<file path="src/hdl/dtfg_pkg.sv">
// dtfg_pkg: beat types, pipeline constants and the tonic table of the
// diatonic triad frequency generator; no dependencies
package dtfg_pkg;

  localparam int FreqW   = 14;
  localparam int TonicW  = 13;
  localparam int CntW    = 7;
  localparam int RootNumW = 16;
  localparam int NumStg  = 7;

  // reciprocal multipliers for the exact divisions by three and five
  localparam logic [15:0] Div3Mul = 16'd43691;
  localparam int          Div3Sh  = 17;
  localparam logic [15:0] Div5Mul = 16'd52429;
  localparam int          Div5Sh  = 18;
  localparam logic [7:0]  Cnt3Mul = 8'd171;
  localparam int          Cnt3Sh  = 9;

  localparam logic [2:0] DegI    = 3'd0;
  localparam logic [2:0] DegII   = 3'd1;
  localparam logic [2:0] DegIII  = 3'd2;
  localparam logic [2:0] DegIV   = 3'd3;
  localparam logic [2:0] DegV    = 3'd4;
  localparam logic [2:0] DegVI   = 3'd5;
  localparam logic [2:0] DegVII  = 3'd6;
  localparam logic [2:0] DegNone = 3'd7;

  typedef struct packed {
    logic [3:0] key;
    logic [2:0] chord;
    logic       swap_quality;
    logic [7:0] inversion;
  } in_beat_t;

  typedef struct packed {
    logic [FreqW-1:0] low_freq;
    logic [FreqW-1:0] mid_freq;
    logic [FreqW-1:0] high_freq;
  } out_beat_t;

  // keys twelve to fifteen wrap onto the first four entries
  function automatic logic [TonicW-1:0] tonic_lookup(input logic [3:0] key);
    logic [TonicW-1:0] t;
    case (key)
      4'd0, 4'd12: t = 13'd3520;
      4'd1, 4'd13: t = 13'd3729;
      4'd2, 4'd14: t = 13'd3951;
      4'd3, 4'd15: t = 13'd4186;
      4'd4:        t = 13'd4435;
      4'd5:        t = 13'd4699;
      4'd6:        t = 13'd4978;
      4'd7:        t = 13'd5274;
      4'd8:        t = 13'd5588;
      4'd9:        t = 13'd5920;
      4'd10:       t = 13'd6272;
      4'd11:       t = 13'd6645;
      default:     t = 13'd3520;
    endcase
    return t;
  endfunction

endpackage

</file>
<file path="src/hdl/diatonic_triad_frequency_generator_unit.sv">
// diatonic_triad_frequency_generator_unit: seven stage pipeline from key and
// degree to the three sorted, octave dropped chord tones; uses dtfg_pkg
//
// usage
//   in channel : in_valid_i / in_ready_o, beat in_i (key, chord, swap_quality,
//                inversion)
//   out channel: out_valid_o / out_ready_i, beat out_o (low_freq, mid_freq,
//                high_freq), one result beat for every input beat, in order
//   throughput : one beat per cycle unless stalled; seven register stages,
//                each with its own valid bit, let a new beat enter every cycle
//   stages     : tonic lookup and root numerator, division by three, third
//                and fifth products, division by five, octave fold, sort,
//                inversion shifts into the output register
//   reset      : rst_ni clears every stage valid bit; the pipeline is empty
//                and in_ready_o is high after reset
//   stall      : with out_ready_i low, beats close up behind the output
//                register; in_ready_o falls only once every stage holds a beat
//   no internal state carries between beats
module diatonic_triad_frequency_generator_unit (
  input  logic               clk_i,
  input  logic               rst_ni,
  input  logic               in_valid_i,
  output logic               in_ready_o,
  input  dtfg_pkg::in_beat_t in_i,
  output logic               out_valid_o,
  input  logic               out_ready_i,
  output dtfg_pkg::out_beat_t out_o
);
  import dtfg_pkg::*;

  logic [NumStg-1:0] vld_q;
  logic [NumStg-1:0] rdy;

  // stage 0 combinational
  logic [TonicW-1:0]   s0_tonic;
  logic [16:0]         s0_t17;
  logic [RootNumW-1:0] s0_num;
  logic                s0_div3, s0_minor, s0_dim;
  logic [8:0]          s0_x_hi, s0_x_mid, s0_x_lo;
  logic [CntW-1:0]     s0_cnt_hi, s0_cnt_mid, s0_cnt_lo;

  // stage registers
  logic [TonicW-1:0]   s1_tonic_q;
  logic [RootNumW-1:0] s1_num_q;
  logic                s1_div3_q, s1_minor_q, s1_dim_q;
  logic [CntW-1:0]     s1_cnt_hi_q, s1_cnt_mid_q, s1_cnt_lo_q;

  logic [TonicW-1:0]   s2_tonic_q;
  logic [FreqW-1:0]    s2_root_q;
  logic                s2_minor_q, s2_dim_q;
  logic [CntW-1:0]     s2_cnt_hi_q, s2_cnt_mid_q, s2_cnt_lo_q;

  logic [TonicW-1:0]   s3_tonic_q;
  logic [FreqW-1:0]    s3_root_q;
  logic [16:0]         s3_tn_q;
  logic [19:0]         s3_fn_q;
  logic                s3_minor_q, s3_dim_q;
  logic [CntW-1:0]     s3_cnt_hi_q, s3_cnt_mid_q, s3_cnt_lo_q;

  logic [17:0]         s4_thr_q;
  logic [FreqW-1:0]    s4_root_q;
  logic [14:0]         s4_third_q, s4_fifth_q;
  logic [CntW-1:0]     s4_cnt_hi_q, s4_cnt_mid_q, s4_cnt_lo_q;

  logic [FreqW-1:0]    s5_root_q, s5_third_q, s5_fifth_q;
  logic [CntW-1:0]     s5_cnt_hi_q, s5_cnt_mid_q, s5_cnt_lo_q;

  logic [FreqW-1:0]    s6_lo_q, s6_mid_q, s6_hi_q;
  logic [CntW-1:0]     s6_cnt_hi_q, s6_cnt_mid_q, s6_cnt_lo_q;

  out_beat_t           s7_out_q;

  logic [FreqW-1:0]    s2_root_d;
  logic [14:0]         s4_third_d, s4_fifth_d;
  logic [FreqW-1:0]    s6_lo_d, s6_mid_d, s6_hi_d;

  function automatic logic [FreqW-1:0] fold(input logic [14:0] tone,
                                            input logic [17:0] thr);
    logic [18:0] scaled;
    scaled = 19'(tone) * 19'd20;
    if (scaled >= 19'(thr)) begin
      return FreqW'(tone >> 1);
    end
    return FreqW'(tone);
  endfunction

  // ready chain, from the output register back to the input
  always_comb begin
    rdy[NumStg-1] = !vld_q[NumStg-1] || out_ready_i;
    for (int k = NumStg - 2; k >= 0; k--) begin
      rdy[k] = !vld_q[k] || rdy[k+1];
    end
  end

  assign in_ready_o  = rdy[0];
  assign out_valid_o = vld_q[NumStg-1];
  assign out_o       = s7_out_q;

  always_ff @(posedge clk_i or negedge rst_ni) begin
    if (!rst_ni) begin
      vld_q <= '0;
    end else begin
      if (rdy[0]) begin
        vld_q[0] <= in_valid_i;
      end
      for (int k = 1; k < NumStg; k++) begin
        if (rdy[k]) begin
          vld_q[k] <= vld_q[k-1];
        end
      end
    end
  end

  // stage 0: tonic, root numerator, third quality, drop counts
  always_comb begin
    s0_tonic = tonic_lookup(in_i.key);
    s0_t17   = 17'(s0_tonic);
    s0_div3  = 1'b0;
    s0_minor = 1'b0;
    s0_dim   = 1'b0;
    case (in_i.chord)
      DegI:   s0_num = RootNumW'(s0_t17);
      DegII: begin
        s0_num   = RootNumW'((s0_t17 * 17'd9) >> 3);
        s0_minor = 1'b1;
      end
      DegIII: begin
        s0_num   = RootNumW'((s0_t17 * 17'd5) >> 2);
        s0_minor = 1'b1;
      end
      DegIV: begin
        s0_num  = RootNumW'(s0_t17 * 17'd4);
        s0_div3 = 1'b1;
      end
      DegV:   s0_num = RootNumW'((s0_t17 * 17'd3) >> 1);
      DegVI: begin
        s0_num   = RootNumW'(s0_t17 * 17'd5);
        s0_div3  = 1'b1;
        s0_minor = 1'b1;
      end
      DegVII: begin
        s0_num   = RootNumW'((s0_t17 * 17'd15) >> 3);
        s0_minor = 1'b1;
        s0_dim   = 1'b1;
      end
      DegNone: s0_num = '0;
      default: s0_num = '0;
    endcase
    s0_minor = s0_minor ^ in_i.swap_quality;

    s0_x_hi    = 9'(in_i.inversion) + 9'd2;
    s0_x_mid   = 9'(in_i.inversion) + 9'd1;
    s0_x_lo    = 9'(in_i.inversion);
    s0_cnt_hi  = CntW'((16'(s0_x_hi) * 16'(Cnt3Mul)) >> Cnt3Sh);
    s0_cnt_mid = CntW'((16'(s0_x_mid) * 16'(Cnt3Mul)) >> Cnt3Sh);
    s0_cnt_lo  = CntW'((16'(s0_x_lo) * 16'(Cnt3Mul)) >> Cnt3Sh);
  end

  always_comb begin
    if (s1_div3_q) begin
      s2_root_d = FreqW'((32'(s1_num_q) * 32'(Div3Mul)) >> Div3Sh);
    end else begin
      s2_root_d = FreqW'(s1_num_q);
    end
  end

  always_comb begin
    if (s3_minor_q) begin
      s4_third_d = 15'((34'(s3_tn_q) * 34'(Div5Mul)) >> Div5Sh);
    end else begin
      s4_third_d = 15'(s3_tn_q >> 2);
    end
    if (s3_dim_q) begin
      s4_fifth_d = 15'(s3_fn_q >> 5);
    end else begin
      s4_fifth_d = 15'(s3_fn_q >> 1);
    end
  end

  // sort, a tie leaves the fifth in the middle
  always_comb begin
    s6_lo_d = s5_root_q;
    if (s5_third_q < s6_lo_d) s6_lo_d = s5_third_q;
    if (s5_fifth_q < s6_lo_d) s6_lo_d = s5_fifth_q;
    s6_hi_d = s5_root_q;
    if (s5_third_q > s6_hi_d) s6_hi_d = s5_third_q;
    if (s5_fifth_q > s6_hi_d) s6_hi_d = s5_fifth_q;
    if (s5_root_q > s6_lo_d && s5_root_q < s6_hi_d) begin
      s6_mid_d = s5_root_q;
    end else if (s5_third_q > s6_lo_d && s5_third_q < s6_hi_d) begin
      s6_mid_d = s5_third_q;
    end else begin
      s6_mid_d = s5_fifth_q;
    end
  end

  always_ff @(posedge clk_i) begin
    if (rdy[0]) begin
      s1_tonic_q   <= s0_tonic;
      s1_num_q     <= s0_num;
      s1_div3_q    <= s0_div3;
      s1_minor_q   <= s0_minor;
      s1_dim_q     <= s0_dim;
      s1_cnt_hi_q  <= s0_cnt_hi;
      s1_cnt_mid_q <= s0_cnt_mid;
      s1_cnt_lo_q  <= s0_cnt_lo;
    end
    if (rdy[1]) begin
      s2_tonic_q   <= s1_tonic_q;
      s2_root_q    <= s2_root_d;
      s2_minor_q   <= s1_minor_q;
      s2_dim_q     <= s1_dim_q;
      s2_cnt_hi_q  <= s1_cnt_hi_q;
      s2_cnt_mid_q <= s1_cnt_mid_q;
      s2_cnt_lo_q  <= s1_cnt_lo_q;
    end
    if (rdy[2]) begin
      s3_tonic_q   <= s2_tonic_q;
      s3_root_q    <= s2_root_q;
      s3_tn_q      <= s2_minor_q ? 17'(s2_root_q) * 17'd6 : 17'(s2_root_q) * 17'd5;
      s3_fn_q      <= s2_dim_q ? 20'(s2_root_q) * 20'd45 : 20'(s2_root_q) * 20'd3;
      s3_minor_q   <= s2_minor_q;
      s3_dim_q     <= s2_dim_q;
      s3_cnt_hi_q  <= s2_cnt_hi_q;
      s3_cnt_mid_q <= s2_cnt_mid_q;
      s3_cnt_lo_q  <= s2_cnt_lo_q;
    end
    if (rdy[3]) begin
      s4_thr_q     <= 18'(s3_tonic_q) * 18'd39;
      s4_root_q    <= s3_root_q;
      s4_third_q   <= s4_third_d;
      s4_fifth_q   <= s4_fifth_d;
      s4_cnt_hi_q  <= s3_cnt_hi_q;
      s4_cnt_mid_q <= s3_cnt_mid_q;
      s4_cnt_lo_q  <= s3_cnt_lo_q;
    end
    if (rdy[4]) begin
      s5_root_q    <= fold(15'(s4_root_q), s4_thr_q);
      s5_third_q   <= fold(s4_third_q, s4_thr_q);
      s5_fifth_q   <= fold(s4_fifth_q, s4_thr_q);
      s5_cnt_hi_q  <= s4_cnt_hi_q;
      s5_cnt_mid_q <= s4_cnt_mid_q;
      s5_cnt_lo_q  <= s4_cnt_lo_q;
    end
    if (rdy[5]) begin
      s6_lo_q      <= s6_lo_d;
      s6_mid_q     <= s6_mid_d;
      s6_hi_q      <= s6_hi_d;
      s6_cnt_hi_q  <= s5_cnt_hi_q;
      s6_cnt_mid_q <= s5_cnt_mid_q;
      s6_cnt_lo_q  <= s5_cnt_lo_q;
    end
    if (rdy[6]) begin
      s7_out_q.low_freq  <= s6_lo_q >> s6_cnt_lo_q;
      s7_out_q.mid_freq  <= s6_mid_q >> s6_cnt_mid_q;
      s7_out_q.high_freq <= s6_hi_q >> s6_cnt_hi_q;
    end
  end

`ifndef ASSERT_OFF
  a_rdy_chain: assert property (@(posedge clk_i) disable iff (!rst_ni)
    out_ready_i |-> in_ready_o)
    else $error("input stalled while output side is ready");

  a_sorted: assert property (@(posedge clk_i) disable iff (!rst_ni)
    vld_q[5] |-> (s6_lo_q <= s6_mid_q) && (s6_mid_q <= s6_hi_q))
    else $error("sorted tones out of order");

  a_stall_hold: assert property (@(posedge clk_i) disable iff (!rst_ni)
    vld_q[0] && !rdy[1] |=> vld_q[0] && $stable(s1_num_q) && $stable(s1_tonic_q))
    else $error("first stage beat lost during stall");
`endif

endmodule
</file>
<file path="config.mk">
export PLATFORM = sky130hd
export DESIGN_NAME = diatonic_triad_frequency_generator_unit
export DESIGN_NICKNAME = d
export VERILOG_FILES = /design/src/hdl/dtfg_pkg.sv /design/src/hdl/diatonic_triad_frequency_generator_unit.sv
export SDC_FILE = /design/constraint.sdc
export NUM_CORES = 2
export LEC_CHECK = 0
export ABC_AREA = 1
export ABC_CLOCK_PERIOD_IN_PS = 17400
export CORE_AREA = 2 2 258 311
export CTS_BUF_LIST = sky130_fd_sc_hd__clkbuf_4 sky130_fd_sc_hd__clkbuf_8
export DETAILED_ROUTE_END_ITERATION = 8
export DIE_AREA = 0 0 260 313
export DONT_BUFFER_PORTS = 1
export MAX_ROUTING_LAYER = met4
export PLACE_DENSITY = 0.72
export SLEW_MARGIN = 20
export SYNTH_ARGS = -nofsm -noshare
export SYNTH_HDL_FRONTEND = slang
export SYNTH_SLANG_ARGS = --single-unit
export TNS_END_PERCENT = 5
</file>
<file path="constraint.sdc">
create_clock -name clk_i -period 17.4 [get_ports clk_i]
set_clock_uncertainty 0.15 [all_clocks]
set_input_delay 0.87 -clock clk_i [delete_from_list [all_inputs] [get_ports clk_i]]
set_output_delay 0.87 -clock clk_i [all_outputs]
set_load 0.005 [all_outputs]
</file>
==> run summary <==
Status: complete, no violations
Synth Instances: 4,547
Seq/Total Area, Yosys: 31.30%
HPWL after DPL: 79,740 um
Proportion of synthesized area in mux cells: 0.1433%
Area of the mapped netlist: 42,780 um^2
Setup crit start kind: flop
Largest family of logic cells by synthesized area: adder cells
Worst-Margin Slew: 1.132 ns
Setup crit end kind: flop
Global Route Usage Sum: 25.14%
Pins Over Slew Limit: 0
RSZ-0062 raised after global routing: no
Ys async rst share: 1.566%
Total routed wirelength: 96,330 um
Final Wtd Congestion: 0.9592
Final Hold Viols: 0
Die W: 260 um
Most Frequent Cell on Critical Path: nand2_1
Register-to-Register Path Depth: 31
DRC Markers: 0
Row count: 113
Relative max-transition margin: 24.28%
Final min period: 7.103 ns
Placeable Area: 78,470 um^2
Post-synth top flop: edfxtp_1
Die height: 313 um
Setup tns final: 0 ns
Yosys warns: 0
Initial core utilization: 54.51%
Max incr delay on CP: 0.57 ns
Overflow after GRT: 0
Die ar.: 81,380 um^2
Adder-Cell Fraction of Synth Area: 35.55%
Hold/Removal Path Class: input pin to flop
Vias in the first global route: 31,190
Crit path kind: flop to flop
First-pass GRT wire length: 157,400 um
Vias per cell: 5.379
Peak Freq: 140.8 MHz
I/O pins: 64
Worst-Skew Late Latency: 0.66 ns
Avg Inst Size Synth: 9.408 um^2
Final nets: 5,647
Area delta synth->final: 6.450%
FF+latch count, synth: 447
CTS tree: built
WP data required: 17.78 ns
Hold Startpoint: in_valid_i
Post-synth EDFFs: 440
Cts bufs inserted: 74
Max-Cap Viols: 0
Buffers and inverters on the worst path: 4
Port Buffer Count: 0
Initial antenna violation count: 1
Clock Sinks: 447
H-tree depth: 3
Clock slew at reported path FFs: 0.06 ns
Worst reg2reg path endpoint: s6_mid_q[11]
Largest net degree at the start of global routing: 73
Worst Hold Path EP: vld_q[0]
R2r setup slk: 10.30 ns
Initial DRC Count: 1,796
Routed Antenna Nets: 0
Vias: 30,530
Longest Clk Path Bufs: 3
WHS Path Cells: 2
Post-Synth XOR/XNOR Area: 2.682%
Fill count: 6,735
First-pass iteration count of the detailed router: 6
Mapped Nets: 5,612
Worst Path Arrival: 7.48 ns
Fin crit share: 40.82%
Final Setup Violations: 0
Share of layout cells above drive strength 1: 4.526%
Worst r2r src: s5_root_q[7]
Compound-Gate Fraction of Synth Area: 9.471%
CP delay by family, top: simple AND/OR/NAND/NOR gates
Count of cell types in the netlist: 66
CP Max Fanout: 39
Post-CTS Resized: 0
Clk Tree Root Cell: clkbuf_8
Drt wl/cell: 16.97 um
Post-synthesis simple-gate area fraction: 11.98%
CP max stage cell: a2111oi_0
[synth_stat cells (11+ instances only)]
cell type	number	area, um^2
nor3_1	18	90.09
o31ai_1	11	82.58
or2_2	22	137.6
a21o_1	14	105.1
o21a_1	12	90.09
inv_1	925	3472
xnor2_1	45	394.1
nand4_1	21	131.4
ha_1	761	9522
o22ai_1	14	87.58
edfxtp_1	440	13210
o21ai_0	269	1346
nand2_1	667	2504
clkbuf_1	45	168.9
a31oi_1	20	125.1
a21oi_1	256	1281
fa_1	284	5685
o21bai_1	33	247.7
nor2_1	269	1010
nand3_1	168	840.8
xor2_1	86	753.2
o211ai_1	18	135.1
[cells in the final DEF, fill, tap and decap left out, types with 21 or more instances in the layout]
master / Yosys / routed
a21oi_1: 256 / 256
clkbuf_8: 0 / 77
edfxtp_1: 440 / 440
fa_1: 284 / 284
ha_1: 761 / 761
inv_1: 925 / 919
nand2_1: 667 / 666
nand3_1: 168 / 168
nand4_1: 21 / 21
nor2_1: 269 / 269
o21ai_0: 269 / 266
o21bai_1: 33 / 33
or2_2: 22 / 22
xnor2_1: 45 / 45
xor2_1: 86 / 86
[layer usage]
layer / GRT usage, % / share of wire (%)
met5: - / 0
met4: 10.38 / 4.2
met3: 2.717 / 3.6
met2: 43.80 / 51
met1: 29.50 / 42
[per-stage QoR]
stage / setup WS [ns] / hold WS [ns] / area (um^2) / cells / utilization, %
after floorplan: 6.774 / 0.2503 / 42780 / 4547 / -
after global placement: 10.68 / 0.2502 / 43920 / 5540 / 55.97
after detailed placement: 10.52 / 0.2545 / 43920 / 5540 / 55.97
after CTS: 10.48 / 0.1004 / 45530 / 5675 / 58.03
after global routing: 9.526 / 0.1309 / 45530 / 5676 / 58.03
final: 10.30 / 0.1682 / 45530 / 5676 / 58.03
[cell type report]
cell class,instances,area (um^2),share of cell area (%)
Inverter,933,3507,7.702
Multi-Input combinational cell,3107,25590,56.21
Antenna cell,1,2.502,0.005496
Sequential cell,447,13390,29.40
Clock buffer,94,1187,2.608
Timing Repair Buffer,19,145.1,0.3187
Tap cell,1035,1295,2.844
Clock inverter,40,415.4,0.9123
[logic make-up (layout without fill, tap and decap cells)]
family / count (synthesis) / in the layout
AND/OR/NAND/NOR: 1215 / 1215
XOR/XNOR: 131 / 131
AO/OA/AOI/OAI: 710 / 710
flip-flops: 447 / 447
adder cells (fa/ha/maj): 1045 / 1045
other: 0 / 1
multiplexers: 6 / 6
buffers and inverters: 993 / 1086
[registers in the layout, indices dropped and copies added, names as in the netlist, 14 cells and up]
signal      cells
s4_third_q     15
s3_fn_q        19
s1_num_q       16
s5_third_q     14
s6_hi_q        14
s5_fifth_q     14
s6_mid_q       14
s5_root_q      14
s6_lo_q        14
s2_root_q      14
s4_fifth_q     15
s3_root_q      14
out_o          42
s3_tn_q        17
s4_root_q      14
s4_thr_q       18
[timing repair]
item	CTS	global route
hold buffers	1	0
buffers inserted	0	0
hold endpoints to repair	7	0
[worst max-delay path by stage]
stage | from | to | depth (start not counted)
after floorplan | out_ready_i | in_ready_o | 12
after global placement | s5_root_q[7] | s6_mid_q[11] | 31
after detailed placement | s5_root_q[7] | s6_mid_q[2] | 31
after CTS | s5_root_q[7] | s6_mid_q[2] | 31
after global routing | s5_root_q[7] | s6_mid_q[4] | 32
final | s5_root_q[7] | s6_mid_q[11] | 31
[worst reg2reg max path, delay by kind of cell, from the launching register on]
family                   cells  cell delay, ns
flip-flops                   1            0.52
AO/OA/AOI/OAI                8            2.14
adder cells (fa/ha/maj)      3            0.97
buffers and inverters        4            0.87
AND/OR/NAND/NOR             16            2.27
Power is left out: the tool's default activity adds up to more than one toggle a clock period on the data nets, which glitch-free logic cannot reach.
